===== config.mk =====
export PLATFORM = sky130hd
export DESIGN_NAME = wcir_ctrl
export DESIGN_NICKNAME = d
export VERILOG_FILES = /design/src/hw/rtl/wcir_pkg.sv /design/src/hw/rtl/wcir_ctrl.sv
export SDC_FILE = /design/constraint.sdc
export NUM_CORES = 1
export LEC_CHECK = 0
export BUFFER_PORTS_ARGS = -buffer_cell sky130_fd_sc_hd__buf_2
export CAP_MARGIN = 10
export CORE_AREA = 2 2 39 41
export CTS_CLUSTER_DIAMETER = 60
export DETAILED_ROUTE_END_ITERATION = 10
export DIE_AREA = 0 0 41 43
export PLACE_DENSITY_LB_ADDON = 0.08
export SLEW_MARGIN = 30
export SYNTH_ARGS = -nofsm -noshare
export SYNTH_HDL_FRONTEND = slang
export SYNTH_SLANG_ARGS = --single-unit

===== constraint.sdc =====
create_clock -name clk -period 3.6 [get_ports clk]
set_clock_uncertainty 0.2 [all_clocks]
set_input_delay 0.72 -clock clk [delete_from_list [all_inputs] [get_ports clk]]
set_output_delay 0.72 -clock clk [all_outputs]
set_load 0.01 [all_outputs]

===== src/hw/rtl/wcir_pkg.sv =====
package wcir_pkg;

  // table geometry
  localparam int TABLE_DEPTH = 1024;
  localparam int ADDR_W      = $clog2(TABLE_DEPTH);
  localparam int LEN_W       = 11;
  localparam int WORD_W      = 16;
  localparam int PHASE_W     = 17;
  localparam int PROD_W      = PHASE_W + LEN_W;
  localparam int ACC_W       = 58;
  localparam int MPL_W       = 17;
  localparam int Q_W         = 25;
  localparam int DIVN_W      = 27;
  localparam int CNT_W       = 5;
  localparam int MUL_STEPS   = 17;

  // divide by three as a multiply by ceil(2^28 / 3), exact below 2^27
  localparam int                RECIP_W  = 54;
  localparam int                RECIP_SH = 28;
  localparam logic [DIVN_W-1:0] RECIP3   = 27'd89478486;

  localparam logic [WORD_W-1:0] WORD_ONE  = 16'd32768;
  localparam logic signed [15:0] GATE_RISE = 16'sd6554;
  localparam logic signed [15:0] GATE_FALL = 16'sd327;

  // stream widths
  localparam int S_DATA_W = 96;
  localparam int S_USER_W = 2;
  localparam int M_DATA_W = 40;

  // register indexes
  localparam logic [1:0] REG_PHASE_RANGE  = 2'd0;
  localparam logic [1:0] REG_OUTPUT_RANGE = 2'd1;
  localparam logic [1:0] REG_BOUNDARY     = 2'd2;
  localparam logic [1:0] REG_TABLE_LENGTH = 2'd3;

  // span and boundary codes
  localparam logic [1:0] SPAN_WIDE   = 2'd0;
  localparam logic [1:0] SPAN_NARROW = 2'd1;
  localparam logic [1:0] BND_CLAMP   = 2'd0;
  localparam logic [1:0] BND_MIRROR  = 2'd1;

  typedef struct packed {
    logic [1:0]       phase_range;
    logic [1:0]       output_range;
    logic [1:0]       boundary_mode;
    logic [LEN_W-1:0] table_length;
  } cfg_t;

  typedef enum logic [4:0] {
    OP_NONE, OP_LOAD, OP_DIRECT, OP_GATE, OP_RECORD, OP_LOCATE, OP_INDEX,
    OP_READ_A, OP_READ_B, OP_READ_C, OP_READ_D, OP_LAST_D, OP_COEF,
    OP_MUL1, OP_MUL2, OP_MUL3, OP_MSTEP, OP_DIV, OP_DSTEP, OP_FINAL
  } dp_op_t;

  typedef enum logic [4:0] {
    ST_IDLE, ST_DISPATCH, ST_DIRECT, ST_GATE, ST_RECORD, ST_LOCATE, ST_INDEX,
    ST_RD_A, ST_RD_B, ST_RD_C, ST_RD_D, ST_RD_LAST, ST_COEF,
    ST_M1, ST_M1_RUN, ST_M2, ST_M2_RUN, ST_M3, ST_M3_RUN,
    ST_DIV, ST_DIV_RUN, ST_FINAL, ST_OUT
  } ctrl_state_t;

  typedef struct packed {
    dp_op_t op;
    logic   in_ready;
    logic   push;
  } ctrl_cmd_t;

  typedef struct packed {
    logic action;
    logic apply_record;
    logic unit_last;
  } dp_status_t;

  // length in use, clamped to 2..TABLE_DEPTH
  function automatic logic [LEN_W-1:0] len_use(input logic [LEN_W-1:0] tl);
    logic [LEN_W-1:0] l;
    begin
      l = tl;
      if (tl < LEN_W'(2)) l = LEN_W'(2);
      if (tl > LEN_W'(TABLE_DEPTH)) l = LEN_W'(TABLE_DEPTH);
      return l;
    end
  endfunction

  // position voltage to q16 fraction 0..65536
  function automatic logic [PHASE_W-1:0] phase_q16(input logic signed [15:0] x,
                                                   input logic [1:0] rng);
    logic signed [17:0] t;
    begin
      t = 18'(x);
      if (rng == SPAN_WIDE) begin
        t = t + 18'sd32768;
        return t[16:0];
      end else if (rng == SPAN_NARROW) begin
        t = t + 18'sd16384;
        if (t < 18'sd0) t = 18'sd0;
        if (t > 18'sd32768) t = 18'sd32768;
        return {t[15:0], 1'b0};
      end else begin
        if (t < 18'sd0) t = 18'sd0;
        return {t[15:0], 1'b0};
      end
    end
  endfunction

  // record voltage to table word
  function automatic logic [WORD_W-1:0] rec_word(input logic signed [15:0] x,
                                                 input logic [1:0] rng);
    logic signed [17:0] t;
    begin
      t = 18'(x);
      if (rng == SPAN_WIDE) begin
        t = t + 18'sd32768;
        return t[16:1];
      end else if (rng == SPAN_NARROW) begin
        t = t + 18'sd16384;
        if (t < 18'sd0) t = 18'sd0;
        if (t > 18'sd32768) t = 18'sd32768;
        return t[15:0];
      end else begin
        if (t < 18'sd0) t = 18'sd0;
        return t[15:0];
      end
    end
  endfunction

  // table word to saturated output voltage
  function automatic logic signed [15:0] to_volts(input logic signed [27:0] y,
                                                  input logic [1:0] rng);
    logic signed [29:0] v;
    begin
      v = 30'(y);
      if (rng == SPAN_WIDE) v = (v <<< 1) - 30'sd32768;
      else if (rng == SPAN_NARROW) v = v - 30'sd16384;
      if (v > 30'sd32767) v = 30'sd32767;
      if (v < -30'sd32768) v = -30'sd32768;
      return v[15:0];
    end
  endfunction

endpackage


===== src/hw/rtl/wcir_ctrl.sv =====
module wcir_ctrl (
  input  logic                clk,
  input  logic                rst,
  input  logic                in_valid,
  input  logic                out_free,
  input  wcir_pkg::dp_status_t status,
  output wcir_pkg::ctrl_cmd_t  cmd
);
  import wcir_pkg::*;

  ctrl_state_t state, state_next;

  // state register
  always_ff @(posedge clk) begin
    if (rst) state <= ST_IDLE;
    else state <= state_next;
  end

  // next state and commands
  always_comb begin
    state_next   = state;
    cmd.op       = OP_NONE;
    cmd.in_ready = 1'b0;
    cmd.push     = 1'b0;
    case (state)
      ST_IDLE: begin
        cmd.in_ready = 1'b1;
        if (in_valid) begin
          cmd.op     = OP_LOAD;
          state_next = ST_DISPATCH;
        end
      end
      ST_DISPATCH: begin
        if (status.action) state_next = ST_DIRECT;
        else if (status.apply_record) state_next = ST_GATE;
        else state_next = ST_LOCATE;
      end
      ST_DIRECT: begin cmd.op = OP_DIRECT; state_next = ST_OUT; end
      ST_GATE: begin cmd.op = OP_GATE; state_next = ST_RECORD; end
      ST_RECORD: begin cmd.op = OP_RECORD; state_next = ST_LOCATE; end
      ST_LOCATE: begin cmd.op = OP_LOCATE; state_next = ST_INDEX; end
      ST_INDEX: begin cmd.op = OP_INDEX; state_next = ST_RD_A; end
      ST_RD_A: begin cmd.op = OP_READ_A; state_next = ST_RD_B; end
      ST_RD_B: begin cmd.op = OP_READ_B; state_next = ST_RD_C; end
      ST_RD_C: begin cmd.op = OP_READ_C; state_next = ST_RD_D; end
      ST_RD_D: begin cmd.op = OP_READ_D; state_next = ST_RD_LAST; end
      ST_RD_LAST: begin cmd.op = OP_LAST_D; state_next = ST_COEF; end
      ST_COEF: begin cmd.op = OP_COEF; state_next = ST_M1; end
      ST_M1: begin cmd.op = OP_MUL1; state_next = ST_M1_RUN; end
      ST_M1_RUN: begin
        cmd.op = OP_MSTEP;
        if (status.unit_last) state_next = ST_M2;
      end
      ST_M2: begin cmd.op = OP_MUL2; state_next = ST_M2_RUN; end
      ST_M2_RUN: begin
        cmd.op = OP_MSTEP;
        if (status.unit_last) state_next = ST_M3;
      end
      ST_M3: begin cmd.op = OP_MUL3; state_next = ST_M3_RUN; end
      ST_M3_RUN: begin
        cmd.op = OP_MSTEP;
        if (status.unit_last) state_next = ST_DIV;
      end
      ST_DIV: begin cmd.op = OP_DIV; state_next = ST_DIV_RUN; end
      ST_DIV_RUN: begin cmd.op = OP_DSTEP; state_next = ST_FINAL; end
      ST_FINAL: begin cmd.op = OP_FINAL; state_next = ST_OUT; end
      ST_OUT: begin
        if (out_free) begin
          cmd.push   = 1'b1;
          state_next = ST_IDLE;
        end
      end
      default: state_next = ST_IDLE;
    endcase
  end

endmodule


* Word-level counts from Yosys, hierarchy flattened
Index checks and enable logic that the tools add are counted.
** Cells by class
- Mux-type cells :: 13
- Reduce and logical (&&, ||, !) cells :: 4
- Equal/unequal tests :: 27
** Operators with widths (number)
- 5-bit case mux with 22 select lines :: 1
- 5-bit case mux with 19 select lines :: 1
- 5-bit by 4-bit == test with 1-bit output, second input constant :: 8
- 5-bit == test, second input constant :: 7
- 5-bit 2-to-1 mux :: 6
- 5-bit by 3-bit == test with 1-bit output, second input constant :: 4
- 5-bit by 2-bit == test with 1-bit output, second input constant :: 2
- 2-bit != test, second input constant :: 5
- 5-bit by 1-bit == test with 1-bit output, second input constant :: 1
- 5-bit zero test :: 1
- 5-bit AND reduction :: 1
- 1-bit 2-to-1 mux :: 4
- 3-bit 2-to-1 mux :: 1
- 3-bit OR reduction :: 1
- 2-bit OR reduction :: 1
** Word-level totals
- Output and inout bits :: 7
- Flip-flop bits (word level) :: 5
- Word-level logic and storage cells :: 45
- Input port bits :: 7

* Depth between registers and ports, before layout
- Depth after elaboration :: 3
- Depth in mapped cells :: 7
- Mapped depth without buffers :: 5

* Worst setup path after synthesis
OpenSTA, ideal clock, no wires.
- Kind :: reg-to-output
- Start :: register state[0]
- End :: output cmd[4] (netlist bit)
- Data arrival time :: 1171 ps
- Slack :: 1509 ps
- Required time :: 2680 ps
- Cell stages (with the launch flop) :: 5
- Buffers on the path :: 1
- Path through :: dfxtp_1 clkbuf_1 nor2b_1 a21oi_1 o21ai_0
** RTL lines
- start: declaration :: line wcir_ctrl.sv:11 : ctrl_state_t state, state_next;
- start signal: assignment :: line wcir_ctrl.sv:16 : else state <= state_next;
- end: declaration :: line wcir_ctrl.sv:7 : output wcir_pkg::ctrl_cmd_t cmd

==> impl.org <==
** Logic synthesis
- After synthesis, the most frequently instantiated cells are sky130_fd_sc_hd__nor2_1, sky130_fd_sc_hd__nand2_1, sky130_fd_sc_hd__dfxtp_1, sky130_fd_sc_hd__nor2b_1, sky130_fd_sc_hd__o21ai_0.
- After synthesis the cells add up to 577 um2.
- Count of synthesis-stage warnings from yosys :: 0
- Syn Nets :: 90
- Largest area contributor in the synthesized netlist :: sky130_fd_sc_hd__dfxtp_1
- Averaged over all synthesized cells, the footprint is 6.95 um2.
- Yosys mapped a number of flops with a built-in enable equal to 0.
- Async S/R FF share, synth :: 0
- In this run, synthesis produced a sequential element count of 5.
- The number of different library cells used by synthesis comes to 31.
- Number of instances in the synthesized netlist :: 83
- Post-synth top flop :: sky130_fd_sc_hd__dfxtp_1
- Most numerous cell in the Yosys netlist :: sky130_fd_sc_hd__nor2_1
- Top cells by area, synth :: sky130_fd_sc_hd__dfxtp_1, sky130_fd_sc_hd__nor2_1, sky130_fd_sc_hd__nand2_1
- The share of synthesized area in the top cell type comes to 0.174.
- Sequential-to-total area share from yosys stat :: 0.174

** STA
- Setup violations remaining at the end of the flow were counted as 0.
- The worst pin sits at a relative slew slack of 0.615.
- Transition time of the tightest slew-check pin :: 577 ps
- For the final routed database, the setup TNS stands at 0 ps.
- The number of max-slew violations in the final report came to 0.
- The worst path needs between 2000 and 3000 ps of the cycle, external delays included.
- Worst hold slack :: about 500 ps
- Share of the clock period used by the worst path after layout :: 0.733
- Timing would allow up to about 0.38 GHz.
- Hold Fails Final Rpt :: 0
- RSZ-0062 raised after global routing :: no

** Pwr
- In this run the power density over the cells is ~830 mW/mm2.
- The design draws 0.537 mW.
- The worst-case IR drop observed on VDD is 0.317 mV.
- In this run the static leakage power is about 0.26 nW.

** Cells and area
- Share of post-route cells with drive strength above 1 :: 0.194
- Summing all non-filler instances in the final layout gives an area of 649 um2.
- Biggest register :: state
- The area growth from synthesis to layout is 12.6%.
- The finished layout holds 109 standard cells, fillers aside.
- Largest registers :: state (5)
- Antenna diodes :: 0
- Flip-flop count of the largest register after layout :: 5
- For this run, the post-layout net count is 101.

** Global routing
- Antenna violations before repair :: 0
- Global route total overflow :: 0
- The first global-routing pass estimated 2040 um of wire.
- Number of global-route vias before repair :: 472
- In the global route stage, overall resource usage came out at 0.165.
- Entering global routing, the biggest net connects 22 pins.

** Detailed routing
- Using the TritonRoute via totals, the vias-per-cell ratio works out to 5.34.
- Initial detailed-routing violation count :: 14
- The routed layout has between 500 and 600 vias.
- Summed over all nets, wire length on met3 after detailed routing comes to 52 um.
- For this block, wires on met1 add up to 646 um.
- Wire segments on met2 add up to 581 um in the final route.
- For this run, design rule violations remaining after detail routing come to 0.
- The final layout contains routed wiring with a total length of 1280 um.
- Routed length per placed instance :: 11.7 um
- The first detailed-routing pass ran for 4 iterations.
- The detail route stage leaves a number of antenna-violating nets equal to 0.
- Max Used Layer :: met3

** Hold path
- The worst hold path begins at rst.
- The worst hold path terminates at state[1]$_SDFFE_PP0P_.
- Classification of the worst-slack hold path :: in -> reg
- Hold path cells :: 2

** Placement
- Half-perimeter wire length of the detailed placement result :: between 900 and 1000 um
- Standard cell area after detailed placement :: 623 um2
- The congestion estimate from routability-driven global placement came to 0.740.
- Count of placed standard cells including taps :: around 110
- In this run the tool buffered the top-level ports with 13 buffer cells.

** Floorplan
- The initial utilization of the core area, before any placement, comes to 0.417.
- Die Outline Area :: approximately 0.0018 mm2
- Num ports :: 14
- Die outline height :: 43 um
- X dimension of the die :: 41 um
- Placeable Area :: 0.00138 mm2
- The floorplan has 14 rows.

** Setup path
- STA classifies the critical path endpoint as an output port.
- The critical path starts at state[2]$_SDFFE_PP0P_.
- Worst reg-to-reg path cell count :: 5
- For flop-to-flop paths, the worst setup slack is 1410 ps.
- STA classifies the critical path startpoint as a flop.
- WP data required :: ~2700 ps
- The worst register-to-register path begins at state[2]$_SDFFE_PP0P_.
- Worst Setup Path Type :: reg -> out
- Data arrival time of the worst path :: 1720 ps
- Maximum fanout along the worst path :: 18
- In this run the critical register-to-register path is captured at state[1]$_SDFFE_PP0P_.

** Clock tree
- CTS built an H-tree with a depth of 1.
- Hold-fix buffers, CTS :: 0
- TritonCTS built the clock tree.
- Number of buffers added by the clock tree synthesis step :: 3
- The later pin in the worst-skew pair is clocked with a latency of 240 ps.
- Worst-path clk slew :: 40 ps
- The clock net in this run drives a total of 5 sinks.
- Root buf cell :: sky130_fd_sc_hd__clkbuf_4
- Longest Clk Path Bufs :: 2
- Once the clock tree was built, the resizer swapped 0 gates to a different size.
- Post-CTS Setup Inserts :: 0

** Flow run
- The tool flagged a number of max-cap violations equal to 0.

** Outcome
- Result of the run :: completed
==> kinds of logic after synthesis <==
logic type,count (synthesis),synth area share
mux,4,0.0781
compound gates,22,0.289
simple gates,41,0.358
flops,5,0.174
xor+xnor,1,0.0152
buf+inv,10,0.0868
==> layer usage <==
layer / track usage / up-vias
li1: - / 312
met1: 0.236 / 256
met2: 0.238 / 14
met3: 0.0471 / 0
met4: 0.0400 / 0
met5: 0 / -
==> cell type report <==
type | instances | area, um2
clock buffers | 4 | 26.3
flip-flops and latches | 5 | 100
repair buffers | 13 | 65.1
multi-input cells | 68 | 427
inverters | 3 | 11.3
fillers | 151 | 734
well taps | 16 | 20.0
==> worst max-delay path: stages (launching register included) <==
cell and delay [ps]:
sky130_fd_sc_hd__dfxtp_1 640, sky130_fd_sc_hd__nor2b_1 370, sky130_fd_sc_hd__nand3_1 200, sky130_fd_sc_hd__nor2_1 130
sky130_fd_sc_hd__buf_2 140
==> per-stage QoR <==
step | utilization | setup slack, ps
global route | 0.469 | 754
global placement | 0.450 | 1200
CTS | 0.469 | 955
floorplan | - | 1510
finish | 0.469 | 962
detailed placement | 0.450 | 1210
==> worst max-delay path by stage <==
stage | slack [ps] | cells after the start | endpoint
global placement | 1200 | 4 | cmd[0]
floorplan | 1510 | 4 | cmd[4]
detailed placement | 1210 | 4 | cmd[0]
finish | 960 | 4 | cmd[0]
CTS | 960 | 4 | cmd[0]
global route | 750 | 4 | cmd[0]
==> report_power, final <==
group / switching [mW] / internal, mW
combinational: 0.161 / 0.167
clock: 0.0206 / 0.0417
sequential: 0.0718 / 0.0743
total: 0.253 / 0.283
==> placed cells by master, fill, tap and decap left out <==
cell                         n
sky130_fd_sc_hd__o21bai_1    2
sky130_fd_sc_hd__or2b_1      1
sky130_fd_sc_hd__a211o_1     1
sky130_fd_sc_hd__o32a_1      1
sky130_fd_sc_hd__buf_2      13
sky130_fd_sc_hd__nor3b_1     1
sky130_fd_sc_hd__o221ai_4    1
sky130_fd_sc_hd__nand2b_1    3
sky130_fd_sc_hd__nand2_1     9
sky130_fd_sc_hd__nor2b_1     5
sky130_fd_sc_hd__mux2i_1     3
sky130_fd_sc_hd__a21oi_1     4
sky130_fd_sc_hd__a21boi_0    1
sky130_fd_sc_hd__o2bb2ai_1   2
sky130_fd_sc_hd__a2bb2oi_1   1
sky130_fd_sc_hd__nor2_1     12
sky130_fd_sc_hd__inv_1       3
sky130_fd_sc_hd__o21ai_0     5
sky130_fd_sc_hd__or3_1       1
sky130_fd_sc_hd__clkbuf_4    3
sky130_fd_sc_hd__dfxtp_1     5
sky130_fd_sc_hd__o211ai_1    1
sky130_fd_sc_hd__nand3_1     2
sky130_fd_sc_hd__nand4b_1    2
sky130_fd_sc_hd__clkbuf_1    1
sky130_fd_sc_hd__mux2_4      1
sky130_fd_sc_hd__o22ai_1     2
sky130_fd_sc_hd__or3b_1      1
sky130_fd_sc_hd__o21a_1      1
sky130_fd_sc_hd__xor2_1      1
sky130_fd_sc_hd__nor3_1      4
(Power assumes the default switching activity.)
